--- src/rtl/fvrw_pkg.sv ---
`default_nettype none
// ----------------------------------------------------------------------------
// fvrw_pkg
// Shared types, command codes and lookup tables of the FM voice register writer.
// ----------------------------------------------------------------------------
package fvrw_pkg;

  // command codes
  localparam logic [1:0] REQ_FREQ = 2'd0;
  localparam logic [1:0] REQ_VOL  = 2'd1;
  localparam logic [1:0] REQ_PAN  = 2'd2;

  // channel layout
  localparam logic [4:0] NUM_CHANNELS = 5'd18;
  localparam logic [4:0] BANK_SLOTS   = 5'd9;

  // register bases and data constants
  localparam logic [7:0] BASE_FREQ_LO = 8'hA0;
  localparam logic [7:0] BASE_FREQ_HI = 8'hB0;
  localparam logic [7:0] BASE_LEVEL   = 8'h40;
  localparam logic [7:0] BASE_PAN     = 8'hC0;
  localparam logic [7:0] OP2_STEP     = 8'd3;
  localparam logic [5:0] LEVEL_MAX    = 6'h3F;
  localparam logic [6:0] LOUD_MAX     = 7'd127;
  localparam logic [7:0] PAN_LEFT     = 8'h10;
  localparam logic [7:0] PAN_RIGHT    = 8'h20;
  localparam logic [7:0] PAN_CENTER   = 8'h30;
  localparam logic signed [6:0] PAN_THRESH_LO = -7'sd36;
  localparam logic signed [6:0] PAN_THRESH_HI = 7'sd36;

  // loudness curve, 0..127 in, 0..127 out
  localparam logic [6:0] VOL_CURVE [128] = '{
    7'd0,   7'd1,   7'd3,   7'd5,   7'd6,   7'd8,   7'd10,  7'd11,
    7'd13,  7'd14,  7'd16,  7'd17,  7'd19,  7'd20,  7'd22,  7'd23,
    7'd25,  7'd26,  7'd27,  7'd29,  7'd30,  7'd32,  7'd33,  7'd34,
    7'd36,  7'd37,  7'd39,  7'd41,  7'd43,  7'd45,  7'd47,  7'd49,
    7'd50,  7'd52,  7'd54,  7'd55,  7'd57,  7'd59,  7'd60,  7'd61,
    7'd63,  7'd64,  7'd66,  7'd67,  7'd68,  7'd69,  7'd71,  7'd72,
    7'd73,  7'd74,  7'd75,  7'd76,  7'd77,  7'd79,  7'd80,  7'd81,
    7'd82,  7'd83,  7'd84,  7'd84,  7'd85,  7'd86,  7'd87,  7'd88,
    7'd89,  7'd90,  7'd91,  7'd92,  7'd92,  7'd93,  7'd94,  7'd95,
    7'd96,  7'd96,  7'd97,  7'd98,  7'd99,  7'd99,  7'd100, 7'd101,
    7'd101, 7'd102, 7'd103, 7'd103, 7'd104, 7'd105, 7'd105, 7'd106,
    7'd107, 7'd107, 7'd108, 7'd109, 7'd109, 7'd110, 7'd110, 7'd111,
    7'd112, 7'd112, 7'd113, 7'd113, 7'd114, 7'd114, 7'd115, 7'd115,
    7'd116, 7'd117, 7'd117, 7'd118, 7'd118, 7'd119, 7'd119, 7'd120,
    7'd120, 7'd121, 7'd121, 7'd122, 7'd122, 7'd123, 7'd123, 7'd123,
    7'd124, 7'd124, 7'd125, 7'd125, 7'd126, 7'd126, 7'd127, 7'd127
  };

  // operator register offset for each slot of a bank
  localparam logic [4:0] OP_OFFSET [9] = '{
    5'h00, 5'h01, 5'h02, 5'h08, 5'h09, 5'h0A, 5'h10, 5'h11, 5'h12
  };

  // one voice command
  typedef struct packed {
    logic [1:0]        req_type;
    logic [4:0]        channel;
    logic [9:0]        fnum;
    logic [2:0]        octave;
    logic              key_on;
    logic [7:0]        loudness;
    logic signed [6:0] balance;
    logic [5:0]        op1_level;
    logic [7:0]        op1_scale;
    logic [5:0]        op2_level;
    logic [7:0]        op2_scale;
    logic [7:0]        fb_conn;
  } item_t;

  // one register write
  typedef struct packed {
    logic       chip_sel;
    logic [7:0] reg_addr;
    logic [7:0] reg_data;
    logic       last;
  } write_t;

  // writes produced by one command
  typedef struct packed {
    logic [1:0] count;
    write_t     first;
    write_t     second;
  } writes_t;

endpackage : fvrw_pkg
`default_nettype wire

--- src/rtl/fvrw_scale.sv ---
`default_nettype none
// ----------------------------------------------------------------------------
// fvrw_scale
// Scales one operator attenuation level by the loudness curve.
// ----------------------------------------------------------------------------
module fvrw_scale (
  input  wire logic [5:0] level,
  input  wire logic [6:0] curve,
  output logic      [5:0] scaled
);
  import fvrw_pkg::*;

  logic [5:0]  headroom;
  logic [12:0] product;

  // level = max - ((max - level) * curve >> 7)
  always_comb begin
    headroom = LEVEL_MAX - level;
    product  = 13'(headroom) * 13'(curve);
    scaled   = LEVEL_MAX - product[12:7];
  end

endmodule : fvrw_scale
`default_nettype wire

--- src/rtl/fvrw_calc.sv ---
`default_nettype none
// ----------------------------------------------------------------------------
// fvrw_calc
// Maps one registered voice command to its register writes.
// ----------------------------------------------------------------------------
module fvrw_calc (
  input  wire fvrw_pkg::item_t   item,
  output fvrw_pkg::writes_t      writes
);
  import fvrw_pkg::*;

  logic       in_range;
  logic       bank;
  logic [3:0] slot;
  logic [7:0] slot_b;
  logic [6:0] vol;
  logic [6:0] curve;
  logic [5:0] op1_scaled;
  logic [5:0] op2_scaled;
  logic [5:0] op1_final;
  logic [7:0] op_addr;
  logic [7:0] pan_bits;

  // bank and slot from channel
  always_comb begin
    in_range = item.channel < NUM_CHANNELS;
    bank     = item.channel >= BANK_SLOTS;
    slot     = bank ? 4'(item.channel - BANK_SLOTS) : item.channel[3:0];
    slot_b   = 8'(slot);
  end

  // loudness saturation and curve lookup
  always_comb begin
    vol   = item.loudness[7] ? LOUD_MAX : item.loudness[6:0];
    curve = VOL_CURVE[vol];
  end

  fvrw_scale u_scale_op1 (
    .level  (item.op1_level),
    .curve  (curve),
    .scaled (op1_scaled)
  );

  fvrw_scale u_scale_op2 (
    .level  (item.op2_level),
    .curve  (curve),
    .scaled (op2_scaled)
  );

  // operator 1 scaled only for additive connection
  always_comb begin
    op1_final = item.fb_conn[0] ? op1_scaled : item.op1_level;
    op_addr   = BASE_LEVEL + 8'(OP_OFFSET[slot < 4'd9 ? slot : 4'd0]);
  end

  // stereo bits from balance
  always_comb begin
    if (item.balance < PAN_THRESH_LO) begin
      pan_bits = PAN_LEFT;
    end else if (item.balance > PAN_THRESH_HI) begin
      pan_bits = PAN_RIGHT;
    end else begin
      pan_bits = PAN_CENTER;
    end
  end

  // assemble writes per command
  always_comb begin
    writes = '0;
    writes.first.chip_sel  = bank;
    writes.second.chip_sel = bank;
    writes.second.last     = 1'b1;
    unique case (item.req_type)
      REQ_FREQ: begin
        writes.count           = in_range ? 2'd2 : 2'd0;
        writes.first.reg_addr  = BASE_FREQ_LO + slot_b;
        writes.first.reg_data  = item.fnum[7:0];
        writes.second.reg_addr = BASE_FREQ_HI + slot_b;
        writes.second.reg_data = {2'b00, item.key_on, item.octave, item.fnum[9:8]};
      end
      REQ_VOL: begin
        writes.count           = in_range ? 2'd2 : 2'd0;
        writes.first.reg_addr  = op_addr;
        writes.first.reg_data  = {2'b00, op1_final} | item.op1_scale;
        writes.second.reg_addr = op_addr + OP2_STEP;
        writes.second.reg_data = {2'b00, op2_scaled} | item.op2_scale;
      end
      REQ_PAN: begin
        writes.count          = in_range ? 2'd1 : 2'd0;
        writes.first.reg_addr = BASE_PAN + slot_b;
        writes.first.reg_data = item.fb_conn | pan_bits;
        writes.first.last     = 1'b1;
      end
      default: begin
        writes.count = 2'd0;
      end
    endcase
  end

endmodule : fvrw_calc
`default_nettype wire

--- src/rtl/fm_voice_register_writer.sv ---
`default_nettype none
// ----------------------------------------------------------------------------
// fm_voice_register_writer
// Turns voice commands for 18 FM channels into register writes.
// ----------------------------------------------------------------------------
// Each accepted item is held in an input register; the register writes are
// computed from it in one pass and handed to an output register, one write per
// cycle while the receiver is ready, with the second write of a command parked
// in a one-entry holding register. Frequency and volume commands produce two
// writes, pan commands one, and out-of-range channels or unknown commands are
// taken and produce no write. The single output port, one write per cycle while
// the receiver is ready, sets the pace at which commands are taken.
module fm_voice_register_writer (
  input  wire logic        clk,
  input  wire logic        rst,
  input  wire logic        in_valid,
  output logic             in_ready,
  input  wire logic [1:0]  req_type,
  input  wire logic [4:0]  channel,
  input  wire logic [9:0]  fnum,
  input  wire logic [2:0]  octave,
  input  wire logic        key_on,
  input  wire logic [7:0]  loudness,
  input  wire logic signed [6:0] balance,
  input  wire logic [5:0]  op1_level,
  input  wire logic [7:0]  op1_scale,
  input  wire logic [5:0]  op2_level,
  input  wire logic [7:0]  op2_scale,
  input  wire logic [7:0]  fb_conn,
  output logic             out_valid,
  input  wire logic        out_ready,
  output logic             chip_sel,
  output logic [7:0]       reg_addr,
  output logic [7:0]       reg_data,
  output logic             last
);
  import fvrw_pkg::*;

  item_t   item;
  logic    item_valid;
  writes_t writes;
  write_t  pend;
  logic    pend_valid;
  write_t  result;
  logic    result_valid;

  logic    out_free;
  logic    item_take;
  logic    out_load;
  write_t  out_next;
  logic    pend_set;

  fvrw_calc u_calc (
    .item   (item),
    .writes (writes)
  );

  // handoff between input register, holding register and output register
  always_comb begin
    out_free  = !result_valid || out_ready;
    item_take = 1'b0;
    out_load  = 1'b0;
    out_next  = pend;
    pend_set  = 1'b0;
    if (pend_valid) begin
      out_load = out_free;
    end else if (item_valid) begin
      if (writes.count == 2'd0) begin
        item_take = 1'b1;
      end else if (out_free) begin
        item_take = 1'b1;
        out_load  = 1'b1;
        out_next  = writes.first;
        pend_set  = writes.count == 2'd2;
      end
    end
    in_ready = !item_valid || item_take;
  end

  // input register
  always_ff @(posedge clk) begin
    if (rst) begin
      item_valid <= 1'b0;
    end else if (in_ready) begin
      item_valid <= in_valid;
    end
  end

  always_ff @(posedge clk) begin
    if (in_ready && in_valid) begin
      item <= '{req_type, channel, fnum, octave, key_on, loudness, balance,
                op1_level, op1_scale, op2_level, op2_scale, fb_conn};
    end
  end

  // holding register for the second write
  always_ff @(posedge clk) begin
    if (rst) begin
      pend_valid <= 1'b0;
    end else if (pend_valid && out_free) begin
      pend_valid <= 1'b0;
    end else if (pend_set) begin
      pend_valid <= 1'b1;
    end
  end

  always_ff @(posedge clk) begin
    if (pend_set) begin
      pend <= writes.second;
    end
  end

  // output register
  always_ff @(posedge clk) begin
    if (rst) begin
      result_valid <= 1'b0;
    end else if (out_free) begin
      result_valid <= out_load;
    end
  end

  always_ff @(posedge clk) begin
    if (out_load) begin
      result <= out_next;
    end
  end

  assign out_valid = result_valid;
  assign chip_sel  = result.chip_sel;
  assign reg_addr  = result.reg_addr;
  assign reg_data  = result.reg_data;
  assign last      = result.last;

endmodule : fm_voice_register_writer
`default_nettype wire

--- config.mk ---
export PLATFORM = sky130hd
export DESIGN_NAME = fm_voice_register_writer
export DESIGN_NICKNAME = d
export VERILOG_FILES = /design/src/rtl/fvrw_pkg.sv /design/src/rtl/fvrw_scale.sv /design/src/rtl/fvrw_calc.sv /design/src/rtl/fm_voice_register_writer.sv
export SDC_FILE = /design/constraint.sdc
export NUM_CORES = 1
export LEC_CHECK = 0
export BUFFER_PORTS_ARGS = -buffer_cell sky130_fd_sc_hd__buf_2
export CORE_UTILIZATION = 38
export DETAILED_ROUTE_END_ITERATION = 8
export PLACE_DENSITY = 0.52
export RECOVER_POWER = 25
export SYNTH_ARGS = -nofsm -noshare
export SYNTH_HDL_FRONTEND = slang
export SYNTH_SLANG_ARGS = --single-unit
--- constraint.sdc ---
create_clock -name clk -period 8.7 [get_ports clk]
set_clock_uncertainty 0.15 [all_clocks]
set_input_delay 0.435 -clock clk [delete_from_list [all_inputs] [get_ports clk]]
set_output_delay 0.435 -clock clk [all_outputs]
set_load 0.1 [all_outputs]
* Word level (Yosys, flattened, before mapping) *
Memory sizes are Yosys's and may differ from the RTL's.
Cells that the tools add are included.

storage, ports and cells
  RAM bits = 0
  output and inout port bits = 20
  word-level logic and storage cells = 95
  memory bits (read-only) = 976
  register bits after elaboration = 110
  memories = 2
  input port bits = 76
  latch bits = 0

memory list
  memory            depth  width  rd ports  clocked after memory_dff  write ports  line             RTL
  (name not given)  128    7      1         0                         0            fvrw_calc.sv:35  curve = VOL_CURVE[vol];
  (name not given)  16     5      1         0                         0            fvrw_calc.sv:53  op_addr = BASE_LEVEL + 8'(OP_OFFSET[slot < 4'd9 ? slot : 4'd0]);

cells by class
  multipliers = 2
  magnitude comparators = 7
  divide/modulo/power cells = 0
  add/sub/neg operators = 10
  shifts and indexed selects = 0
  mux-type cells = 31
  equal/unequal tests = 3
  reductions and logical operators = 11
  bitwise operators = 7

operators by type and width
  kind                   number
  $mux W18               4
  $pmux W16 S3           1
  $pmux W16 S2           1
  $mul A6 B7 Y13         2
  $sub A6 B6 Y6 const A  4
  $mux W7                3
  $add A7 B5 Y8 const A  2
  $add A8 B4 Y8 const A  2
  $or A6 B8 Y8           2
  $mux W5                3
  $mux W1                13
  $add A8 B2 Y8 const B  1
  $ge A8 B8 Y1 const B   1
  $mux W4                2
  $mux W8                1
  $not A7 Y8             1
  $or A8 B8 Y8           1
  $gt A7 B7 Y1 const B   1
  $lt A7 B7 Y1 const B   1
  $mux W6                1
  $ge A5 B4 Y1 const B   1
  $ge A5 B5 Y1 const B   1
  $lt A5 B5 Y1 const B   1
  $not A4 Y5             1
  other kinds (13)       20

* Depth between registers and ports, before layout *
Gate-level depths: netlist of the first run.

  word-level depth = 14
  gate-level depth with buffers = 28
  mapped depth without buffers = 26

* Hierarchy *
A second synthesis of the first run with hierarchy kept.

unflattened totals
  cell total of the unflattened synthesis = 735
  area, all modules = 8040.2 sq um

by module, submodules not included
  module                           area each (sq um)  sequential area each (sq um)  instances  cells each
  fm_voice_register_writer         3643.5             3303.2                        1          149
  fvrw_calc                        2026.9             0.0                           1          318
  fvrw_scale (u_calc.u_scale_op1)  1201.2             0.0                           1          134
  fvrw_scale (u_calc.u_scale_op2)  1168.6             0.0                           1          134

* Least setup slack after synthesis of the first run *
No wires, ideal clock.

  path type = register to register
  start point = register item[50] (netlist name)
  end point = register result (netlist bit reg_data[3]) (data pin)
  clock period less this slack = 6.472 ns
  path buffers = 2
  setup time = 0.263 ns
  arrival = 6.058 ns
  setup slack = 2.228 ns
  required time = 8.287 ns
  stages on the path, launching flop included = 25
  path through = edfxtp_1 buf_2 clkbuf_1 or2_2 inv_1 ha_1 nor2_1 a211oi_1 a21oi_1 o311ai_0 o21ai_0 o21ai_1 nand2_1 nand2b_1 fa_1 fa_1 fa_1 inv_1 ha_1 nor2_1 or4b_2 o31a_4 mux2_1 o31ai_1 o21ai_1

RTL lines
  what                    line                             RTL
  end signal: assignment  fm_voice_register_writer.sv:124  result <= out_next;
  end: declaration        fm_voice_register_writer.sv:44   write_t result;

==> results of run 1 <==
[per-layer routing]
metal / track usage, % / wire length (um) / vias to the layer above
met1: 23.9 / 8580 / 2891
met4: 4.48 / 196 / 0
met5: 0 / 0 / -
li1: - / - / 2810
met2: 32.2 / 9410 / 127
met3: 3.13 / 762 / 15
[cell usage after synthesis (13+ instances only)]
cell type and number:
o21ai_0 25, or3_1 13, o21ai_1 15, edfxtp_1 106
or2_2 32, inv_1 81, clkbuf_1 22, ha_1 54
nand2b_1 24, a21oi_1 26, nor2_1 56, nand2_1 55
fa_1 40
[worst max-delay path: stages, from the launching register on]
cell	delay [ns]
edfxtp_1	0.67
or2_2	0.46
inv_1	0.18
ha_1	0.35
nor2_1	0.08
a211oi_1	0.23
a21oi_1	0.06
o311ai_0	0.27
o21ai_0	0.13
o21ai_1	0.34
nand2_1	0.29
nand2b_1	0.17
fa_1	0.45
fa_1	0.52
fa_1	0.55
inv_1	0.05
ha_1	0.28
nor2_1	0.04
or4b_2	0.63
o31a_4	0.34
mux2_1	0.32
o31ai_1	0.20
o21ai_1	0.10
[cell families (layout without fill, tap and decap cells)]
logic type                 after synthesis  count (layout)  share of synthesized area [%]
and+or+nand+nor                        246             246                           16.4
AOI/OAI and AO/OA                      153             153                           13.8
buffers and inverters                  120             202                           6.20
DFF                                    109             109                           41.1
adders and majority gates               94              94                           18.7
muxes                                   17              17                           2.28
xor gates and xnor gates                13              13                           1.44
[through the flow]
| stage | cell area [sq um] | hold WS [ns] | power [mW] |
|---|---|---|---|
| global placement | 8580 | 0.329 | 1.37 |
| finish | 8890 | 0.0932 | 1.78 |
| CTS | 8890 | 0.0826 | 1.81 |
| global route | 8890 | 0.0818 | 1.93 |
| detailed placement | 8580 | 0.344 | 1.38 |
| floorplan | 7890 | 0.311 | 1.21 |
[registers in the layout (all words and copies together), names as in the netlist]
| register | count |
|---|---|
| chip_sel | 1 |
| item | 72 |
| item_valid | 1 |
| last | 1 |
| out_valid | 1 |
| pend | 16 |
| pend_valid | 1 |
| reg_addr | 8 |
| reg_data | 8 |
[layout by cell type (no fill, tap or decap), types with 4 or more instances in the layout]
master,n
a211o_1,5
a211oi_1,5
a21o_1,8
a21oi_1,26
a22o_1,5
a31oi_1,10
and2_1,4
buf_2,95
buf_4,8
clkbuf_16,9
edfxtp_1,106
fa_1,40
ha_1,54
inv_1,81
mux2i_1,12
nand2_1,55
nand2b_1,24
nand3_1,12
nand3b_1,4
nor2_1,56
nor2b_1,12
nor3_1,10
o211ai_1,5
o21ai_0,25
o21ai_1,15
o311ai_0,6
or2_2,32
or3_1,13
xnor2_1,5
xor2_1,8
[layout make-up]
cell class | instances | area share (%)
well taps | 270 | 3.80
clock inverters | 7 | 0.929
multi-input cells | 523 | 46.7
inverters | 83 | 3.50
clock buffers | 9 | 2.53
flip-flops and latches | 109 | 36.5
repair buffers | 103 | 6.02
[report_power, final]
part | internal (mW) | total [mW] | leakage, nW | switching (mW)
Sequential | 0.607 | 0.628 | 1.03 | 0.0208
Clock | 0.205 | 0.420 | 0.145 | 0.215
Combinational | 0.313 | 0.734 | 2.60 | 0.421
Total | 1.13 | 1.78 | 3.77 | 0.657
[final timing paths]
| check | end | slack [ns] | start | cells past startpoint |
|---|---|---|---|---|
| setup / recovery | reg_data[3] | 1.58 | item[50] | 22 |
| hold / removal | item[68] | 0.09 | channel[3] | 1 |
| setup reg to reg | reg_data[3] | 1.58 | item[50] | 22 |
| hold reg to reg | pend_valid | 0.36 | pend_valid | 2 |
==> implementation parameters, run 1 <==
Parameter                              Value

Outcome
  Outcome    completed

Die
  Width of the die    146 um
  Number of top-level design ports    96
  Core box area    20300 sq um
  Die height    between 100 and 150 um
  Die Footprint    approximately 21000 sq um
  Number of placement rows    52
  Starting utilization of the core area    38.8%

CTS
  Resize count post-CTS    0
  Worst-case clock buffer depth    2
  Clock latency at the later pin of the worst-skew pair    0.36 ns
  Root buffer selected by CTS    clkbuf_16
  Setup repair bufs after CTS    0
  Number of buffers inserted during clock tree synthesis    9
  CTS Hold Bufs    0
  H-tree levels    3
  CTS tree    built
  Total clock sinks    109
  Reg clk slew, reported paths    0.08 ns

Drt
  Final wirelength    around 19000 um
  Antenna violation net count after detailed routing    0
  First-pass DRT Iterations    5
  DR WL/cell    17.2 um
  Detailed-route vias per instance    5.29
  Detailed router's first-iteration violation count    328
  Via count of the routed design    between 5000 and 6000
  DRC errors left    0

Power and ir drop
  Areal power density over the cells    approximately 200 nW/um^2
  Leakage power    3.77 nW
  Worst supply voltage drop on vdd    0.101 mV

Final layout
  Net total in the final layout    around 1000
  Final Util    between 40% and 50%
  Combined area of the multi-input logic cells    4160 sq um
  Antenna diode count    0
  Final cell count without fillers    between 1000 and 1500
  FF+latch area    3240 sq um
  Fill cell count    slightly below 2000
  Layout Area Growth over Synthesis    12.8%
  Fraction of layout instances using a drive strength above 1    about a fifth

GRT
  Leftover overflow at the end of global routing    0
  Antenna violations before repair    0
  Number of global-route vias before repair    between 6000 and 7000
  Pin count of the biggest net entering global routing    73
  Total routing resource utilization after global routing    18.5%
  Wire length of the first global-routing pass    31400 um

STA
  Unrepaired setup endpoints after global routing    no
  Final number of setup-violating endpoints    0
  Final Slew Violations    0
  Final Critical Period    7.12 ns
  Worst relative slew slack    36.2%
  Fraction of the cycle the final worst path needs    about four fifths
  Highest Clock Rate    around 0.14 GHz
  Pin slew with the least headroom to its limit    about 0.96 ns
  Final hold vios    0
  Total negative slack for setup checks    0 ns
  Final setup slack of the worst path    between 1.5 and 2 ns

Setup path
  Launching element type of the critical path    flop
  Critical-path maximum fanout    19
  Endpoint required time on the critical path    roughly 8.7 ns
  Crit path kind    flop to flop
  Arrival time worst endpoint    7.08 ns
  CP Capture Type    flop

Yosys
  Leading register cell type out of synthesis    edfxtp_1
  Number of nets produced by synthesis    922
  Top cell type's share of synthesized area    40.4%
  Sequential area share after synthesis    between 40% and 50%
  Synthesis-stage register bit count    109
  Asr flop ratio synth    0%
  Mapped cell area    between 7000 and 8000 sq um
  Synthesis Warnings    0
  Number of distinct library cells after synthesis    84
  Number of flops mapped to enable cells by yosys    between 100 and 150
  Dominant cell type by area after synthesis    edfxtp_1
  Gate count of the mapped netlist    ~750
  Synth top area cells    edfxtp_1, fa_1, ha_1
  Avg Cell Area, Syn    roughly 10 sq um

Flow run
  Max-cap violation count    0

Placement
  Input/output buffers    95
  Final weighted congestion in routability-driven placement    about 0.87
  Placed cell count    around 1100
  Final HPWL DP    approximately 14000 um
  Placement-stage worst setup slack    between 1.5 and 2 ns

Hold path
  Hold Path Class    input pin to flop
Note: power is estimated with default switching activity, not from simulation.
==> inputs of run 2 (changes only) <==
--- a/config.mk
+++ b/config.mk
@@ -5,6 +5,7 @@
 export SDC_FILE = /design/constraint.sdc
 export NUM_CORES = 1
 export LEC_CHECK = 0
+export ABC_AREA = 1
 export BUFFER_PORTS_ARGS = -buffer_cell sky130_fd_sc_hd__buf_2
 export CORE_UTILIZATION = 38
 export DETAILED_ROUTE_END_ITERATION = 8
==> constraint.sdc (replaced) <==
create_clock -name clk -period 7.2 [get_ports clk]
set_clock_uncertainty 0.15 [all_clocks]
set_input_delay 0.36 -clock clk [delete_from_list [all_inputs] [get_ports clk]]
set_output_delay 0.36 -clock clk [all_outputs]
set_load 0.1 [all_outputs]
==> implementation parameters, run 2 <==
Parameter                              Value

Die
  Number of placement rows    52 (unchanged)
  Starting utilization of the core area    38.8% (-0.098 points)
  Number of top-level design ports    96 (unchanged)
  Die height    146 um (-0.28%)
  Width of the die    146 um (-0.28%)
  Die Footprint    21200 sq um (-0.56%)
  Core box area    20200 sq um (-0.32%)

Hold path
  Hold Path Class    input pin to flop
  Hold Crit Endpoint    item_valid
  Start point of the worst hold path    rst
  Number of cells traversed by the worst hold path    2 (+1)

STA
  Total negative slack for setup checks    0 ns (unchanged)
  Pin slew with the least headroom to its limit    1.14 ns (+0.185 ns)
  Final Slew Violations    0 (unchanged)
  Worst relative slew slack    23.9% (-12 points)
  Fraction of the cycle the final worst path needs    84.7% (+2.8 points)
  Highest Clock Rate    0.164 GHz (+17%)
  Final Critical Period    6.10 ns (-1.03 ns)
  Unrepaired setup endpoints after global routing    no
  Final hold vios    0 (unchanged)
  Final number of setup-violating endpoints    0 (unchanged)

Yosys
  Number of nets produced by synthesis    1066 (+16%)
  Avg Cell Area, Syn    8.75 sq um (-17%)
  Asr flop ratio synth    0% (unchanged)
  Top cell types by occurrence after synthesis    nand2_1, inv_1, edfxtp_1
  Number of flops mapped to enable cells by yosys    106 (unchanged)
  Number of distinct library cells after synthesis    43 (-49%)
  Mapped cell area    7840 sq um (-0.57%)
  Gate count of the mapped netlist    896 (+19%)
  Leading register cell type out of synthesis    edfxtp_1
  Cell with the most instances after synthesis    nand2_1
  Synthesis Warnings    0 (unchanged)
  Synth top area cells    edfxtp_1, nand2_1, fa_1
  Synthesis-stage register bit count    109 (unchanged)
  Dominant cell type by area after synthesis    edfxtp_1
  Top cell type's share of synthesized area    40.6% (+0.23 points)
  Sequential area share after synthesis    41.4% (+0.24 points)

CTS
  Resize count post-CTS    0 (unchanged)
  CTS Hold Bufs    0 (unchanged)
  CTS tree    built
  Number of buffers inserted during clock tree synthesis    9 (unchanged)
  Root buffer selected by CTS    clkbuf_16
  Reg clk slew, reported paths    0.08 ns (about the same)
  Setup repair bufs after CTS    0 (unchanged)
  Clock latency at the later pin of the worst-skew pair    0.35 ns (about the same)
  Worst-case clock buffer depth    2 (unchanged)
  H-tree levels    3 (unchanged)
  Total clock sinks    109 (unchanged)

Power and ir drop
  Worst supply voltage drop on vdd    0.225 mV (+120%)
  Sequential power share    31.7% (-3.5 points)
  Combinational share of power    46.3% (+5.1 points)
  Total Power Consumption    2.41 mW (+35%)
  Leakage power    4.27 nW (+13%)
  Proportion of power drawn by the clock network    22.1% (-1.5 points)
  Areal power density over the cells    270 nW/um^2 (+35%)
  Fraction of power spent switching nets    40.9% (+4.0 points)
  Cell-internal power    1.43 mW (+27%)
  Total net switching power    985 uW (+50%)

Setup path
  Endpoint required time on the critical path    7.16 ns (-1.50 ns)
  Arrival time worst endpoint    6.05 ns (-1.03 ns)
  Reg2reg setup slack    1.10 ns (-0.47 ns)
  Launching element type of the critical path    flop
  Worst-case reg-to-reg path depth    23 (+4.5%)
  CP Capture Type    flop
  Origin of the critical flop-to-flop path    item[50]
  Worst reg2reg path endpoint    pend[3]
  Critical-path maximum fanout    8 (-11)
  Crit path kind    flop to flop
  Worst setup path startpoint    item[50]

Final layout
  Fill cell count    1995 (+0.45%)
  Largest registers    item (72), pend (16)
  Fraction of layout instances using a drive strength above 1    16.0% (-4.1 points)
  Combined area of the multi-input logic cells    3890 sq um (-6.4%)
  Most common cell after layout, fill and taps aside    nand2_1
  Largest reg by FF count    item
  FF+latch area    3240 sq um (unchanged)
  Net total in the final layout    1162 (+16%)
  Commonest cells after routing, fill and taps aside    nand2_1, inv_1, edfxtp_1
  Flip-flop count of the largest register, all copies and words added    72 (unchanged)
  Layout Area Growth over Synthesis    14.0%

GRT
  Met1 Use GR    24.4% (+0.48 points)
  Antenna violations before repair    3 (+3)
  Busiest layer in global routing    met2
  Met3 Use GR    3.42% (+0.29 points)
  Leftover overflow at the end of global routing    0 (unchanged)
  Wire length of the first global-routing pass    29700 um (-5.5%)
  Number of global-route vias before repair    5894 (-3.7%)
  Pin count of the biggest net entering global routing    73 (unchanged)
  Met2 track utilization from global routing    28.7% (-3.5 points)
  Total routing resource utilization after global routing    17.7% (-0.75 points)

Placement
  Input/output buffers    95 (unchanged)
  Final weighted congestion in routability-driven placement    0.900 (+2.9%)
  Final HPWL DP    13900 um (-0.21%)

Drt
  DRC errors left    0 (unchanged)
  Via count of the routed design    6080 (+4.1%)
  DR WL/cell    14.2 um (-17%)
  Final wirelength    18000 um (-4.9%)
  Detailed-route vias per instance    4.79 (-9.5%)
  First-pass DRT Iterations    5 (unchanged)
  Detailed router's first-iteration violation count    363 (+11%)
  Antenna violation net count after detailed routing    0 (unchanged)

Flow run
  Max-cap violation count    0 (unchanged)

Outcome
  Outcome    completed
run 2: changes by cell type after synthesis, moves of 13 or more:
cell      delta
nand3_1     +36
inv_1       +80
nand2b_1    -24
clkbuf_1    -16
or2_2       -30
nand2_2     +18
a21oi_1     +19
or3_1       -13
o21ai_1     -13
nand2_1    +177
run 2: layout make-up:
class                   count  share of cell area [%]
multi-input cells         606                    43.5
repair buffers            101                    5.82
clock inverters             7                    1.06
well taps                 270                    3.78
diodes                      3                  0.0840
clock buffers               9                    2.52
inverters                 165                    6.98
flip-flops and latches    109                    36.3
run 2: how the worst max path moves through the flow:
stage	to	slack, ns	cells after the start
global placement	pend[3]	1.27	25
CTS	pend[3]	1.13	25
global route	pend[3]	0.66	23
floorplan	item[0]	1.79	8
detailed placement	pend[3]	1.15	25
finish	pend[3]	1.10	23
run 2: cell families after synthesis:
logic type | Yosys count | share of synthesized area (%)
compound gates | 108 | 7.85
fa+ha+maj | 94 | 18.8
mux | 1 | 0.128
buf+inv | 181 | 9.24
simple gates | 401 | 22.4
xor+xnor | 2 | 0.223
flops | 109 | 41.4
run 2: layer usage:
layer / part of all wire, % / wire, um
met4: 1.1 / 207
met2: 46 / 8250
met1: 49 / 8810
met5: 0 / 0
met3: 4.1 / 737
run 2: worst max-delay path: stages (launching register included):
cell      delay [ns]
edfxtp_1        0.62
nor2_2          0.18
inv_1           0.21
ha_1            0.25
inv_1           0.09
o21ai_0         0.29
a21oi_1         0.10
o311ai_0        0.32
nand2_1         0.20
inv_1           0.26
nand2_1         0.11
fa_1            0.54
inv_1           0.06
fa_1            0.50
fa_1            0.49
ha_1            0.37
a21oi_1         0.27
nor3_1          0.09
a211oi_1        0.23
nand2_2         0.13
a21oi_1         0.13
o21ai_0         0.11
nand2_1         0.07
nand2_1         0.06
run 2: power groups by stage:
stage	registers, mW	clock network, mW	logic [mW]
after floorplan	0.807	0	0.839
after global placement	0.778	0	1.12
after detailed placement	0.778	0	1.11
after CTS	0.764	0.547	1.12
after global routing	0.767	0.570	1.30
final	0.763	0.532	1.12
run 2: through the flow:
| stage | instance area (sq um) | std cells | hold slack (ns) | setup slack [ns] | util [%] |
|---|---|---|---|---|---|
| after global routing | 8940 | 1268 | 0.00807 | 0.661 | 44.2 |
| final | 8940 | 1270 | 0.0195 | 1.10 | 44.2 |
| after detailed placement | 8610 | 1251 | 0.342 | 1.15 | 42.6 |
| after global placement | 8610 | 1251 | 0.337 | 1.27 | 42.6 |
| after CTS | 8930 | 1267 | 0.00903 | 1.13 | 44.2 |
| after floorplan | 7840 | 896 | 0.279 | 1.79 | - |
==> inputs of run 3 (changes only) <==
--- a/config.mk
+++ b/config.mk
@@ -9,7 +9,7 @@
 export BUFFER_PORTS_ARGS = -buffer_cell sky130_fd_sc_hd__buf_2
 export CORE_UTILIZATION = 38
 export DETAILED_ROUTE_END_ITERATION = 8
-export PLACE_DENSITY = 0.52
+export PLACE_DENSITY = 0.54
 export RECOVER_POWER = 25
 export SYNTH_ARGS = -nofsm -noshare
 export SYNTH_HDL_FRONTEND = slang
==> constraint.sdc (replaced) <==
create_clock -name clk -period 5 [get_ports clk]
set_clock_uncertainty 0.15 [all_clocks]
set_input_delay 0.25 -clock clk [delete_from_list [all_inputs] [get_ports clk]]
set_output_delay 0.25 -clock clk [all_outputs]
set_load 0.1 [all_outputs]
==> implementation parameters, run 3 (synthesized netlist as in run 2, its figures left out) <==
Parameter                              Value

GRT
  Number of global-route vias before repair    7012 (+19%)
  Wire length of the first global-routing pass    34700 um (+17%)
  Total routing resource utilization after global routing    20.7% (+3.0 points)
  Pin count of the biggest net entering global routing    73 (unchanged)
  Leftover overflow at the end of global routing    0 (unchanged)
  Antenna violations before repair    0 (-3)

STA
  Final Slew Violations    0 (unchanged)
  Final setup slack of the worst path    0.0155 ns (-1.09 ns)
  Final Critical Period    4.98 ns (-1.11 ns)
  Final hold vios    0 (unchanged)
  Fraction of the cycle the final worst path needs    99.7% (+15 points)
  Pin slew with the least headroom to its limit    1.01 ns (-0.130 ns)
  Highest Clock Rate    0.201 GHz (+22%)
  Worst relative slew slack    32.6% (+8.6 points)
  Unrepaired setup endpoints after global routing    yes
  Final number of setup-violating endpoints    0 (unchanged)
  Worst Hold Slack    0.0701 ns (+0.0507 ns)

Hold path
  Hold Path Class    input pin to flop

Flow run
  Max-cap violation count    0 (unchanged)

CTS
  Clock latency at the later pin of the worst-skew pair    0.36 ns (about the same)
  Root buffer selected by CTS    clkbuf_16
  Number of buffers inserted during clock tree synthesis    9 (unchanged)
  H-tree levels    3 (unchanged)
  Worst-case clock buffer depth    2 (unchanged)
  Reg clk slew, reported paths    0.08 ns (about the same)
  CTS tree    built
  Total clock sinks    109 (unchanged)

Die
  Starting utilization of the core area    38.8% (unchanged)
  Core box area    20200 sq um (unchanged)
  Number of top-level design ports    96 (unchanged)
  Die height    146 um (unchanged)
  Width of the die    146 um (unchanged)
  Die Footprint    21200 sq um (unchanged)
  Number of placement rows    52 (unchanged)

Setup path
  Delay of the slowest cell on the worst path    0.53 ns (-0.09 ns)
  Crit path kind    flop to flop
  Cell mode on critical path    nand2_1
  Arrival time worst endpoint    4.95 ns (-1.10 ns)
  Worst setup path startpoint    item[50]
  Launching element type of the critical path    flop
  Critical Path Slowest Stage Cell    fa_1
  CP Capture Type    flop
  Reg2reg setup slack    0.02 ns (-1.09 ns)
  Endpoint required time on the critical path    4.97 ns (-2.19 ns)
  Worst-case reg-to-reg path depth    29 (+26%)
  Worst reg2reg path endpoint    reg_data[4]
  Critical Path End    reg_data[4]
  Critical-path maximum fanout    7 (-1)
  Origin of the critical flop-to-flop path    item[50]

Placement
  Placement-stage worst setup slack    -0.327 ns (-1.48 ns)
  Placed cell count    1342 (+7.3%)
  Final HPWL DP    15000 um (+7.3%)
  Input/output buffers    95 (unchanged)
  Final weighted congestion in routability-driven placement    0.886 (-1.5%)

Final layout
  Most common cell after layout, fill and taps aside    nand2_1
  Flip-flop count of the largest register, all copies and words added    72 (unchanged)
  Largest registers    item (72), pend (16)
  Largest reg by FF count    item
  Fraction of layout instances using a drive strength above 1    33.6% (+18 points)
  Net total in the final layout    1357 (+17%)
  Final cell count without fillers    1462 (+15%)
  Antenna diode count    0 (-3)
  Layout Area Growth over Synthesis    44.2%
  Commonest cells after routing, fill and taps aside    nand2_1, inv_1, buf_4

Drt
  DRC errors left    0 (unchanged)
  Final wirelength    20800 um (+16%)
  Antenna violation net count after detailed routing    0 (unchanged)
  Detailed-route vias per instance    4.64 (-3.0%)
  First-pass DRT Iterations    4 (-1)
  Via count of the routed design    6789 (+12%)
  DR WL/cell    14.2 um (+0.40%)
  Detailed router's first-iteration violation count    290 (-20%)

Power and ir drop
  Leakage power    5.24 nW (+23%)
  Worst supply voltage drop on vdd    0.233 mV (+3.3%)
  Total Power Consumption    4.44 mW (+84%)
  Areal power density over the cells    393 nW/um^2 (+46%)

Outcome
  Outcome    completed
==> run 3: changes by cell type in the layout (fill, tap and decap cells not counted), moves of 15 or more <==
cell           before  now
buf_4               6  111
dlygate4sd3_1       0   73
ha_1               54   35
ha_4                0   16
inv_1             161  140
nand2_1           232  192
nand2_2            18   43
nand2_4             2   17
o21ai_0            30   14
==> run 3: per-layer routing <==
metal | up-vias | track usage, % | part of all wire [%]
met5 | - | 0 | 0
met4 | 0 | 7.11 | 1.6
met3 | 24 | 2.48 | 3.5
met2 | 112 | 35.3 | 49
met1 | 3175 | 27.2 | 46
li1 | 3478 | - | -
==> run 3: layout make-up <==
| class | instances | area (sq um) |
|---|---|---|
| clock buffer | 9 | 225 |
| clock inverter | 7 | 103 |
| fill | 1838 | 8930 |
| inverter | 165 | 652 |
| multi-input combinational | 606 | 4500 |
| sequential | 109 | 3240 |
| tap | 270 | 338 |
| timing repair buffer | 296 | 2250 |
==> run 3: worst min-delay path by stage <==
stage                 startpoint          to  slack, ns  depth (start not counted)
floorplan                    rst  item_valid       0.17                          1
global placement       octave[1]    item[53]       0.28                          1
detailed placement  op2_scale[4]    item[12]       0.28                          1
CTS                     in_valid  item_valid       0.05                          3
global route            in_valid  item_valid       0.07                          3
finish                  in_valid  item_valid       0.07                          3
==> run 3: critical path, delay by kind of cell (launching register included) <==
kind | cells | cell delay, ns
AOI/OAI and AO/OA | 5 | 0.42
adders and majority gates | 4 | 1.82
buffers and inverters | 8 | 0.77
DFF | 1 | 0.47
and+or+nand+nor | 12 | 1.11
==> run 3: stage by stage <==
step,area (sq um),TNS [ns],utilization (%)
6_report,11300,0,55.9
5_1_grt,11300,-2.68,55.9
2_1_floorplan,7910,-0.0212,-
4_1_cts,10900,0,53.9
3_3_place_gp,9380,-2.82,46.3
3_5_place_dp,9380,-2.77,46.3
==> run 3: power breakdown <==
| part | total [mW] | switching [mW] | internal (mW) |
|---|---|---|---|
| combinational | 2.58 | 1.38 | 1.20 |
| clock | 0.766 | 0.359 | 0.406 |
| sequential | 1.10 | 0.0300 | 1.07 |
==> run 3: what timing repair did <==
item                                    4_1_cts  5_1_grt
hold buffers                                 73        0
pin swaps                                    49       83
buffers inserted                             20       13
hold endpoints to repair                     73        0
gates resized for setup                      83       98
endpoints found under the setup margin       12       12
gates cloned                                  1        1
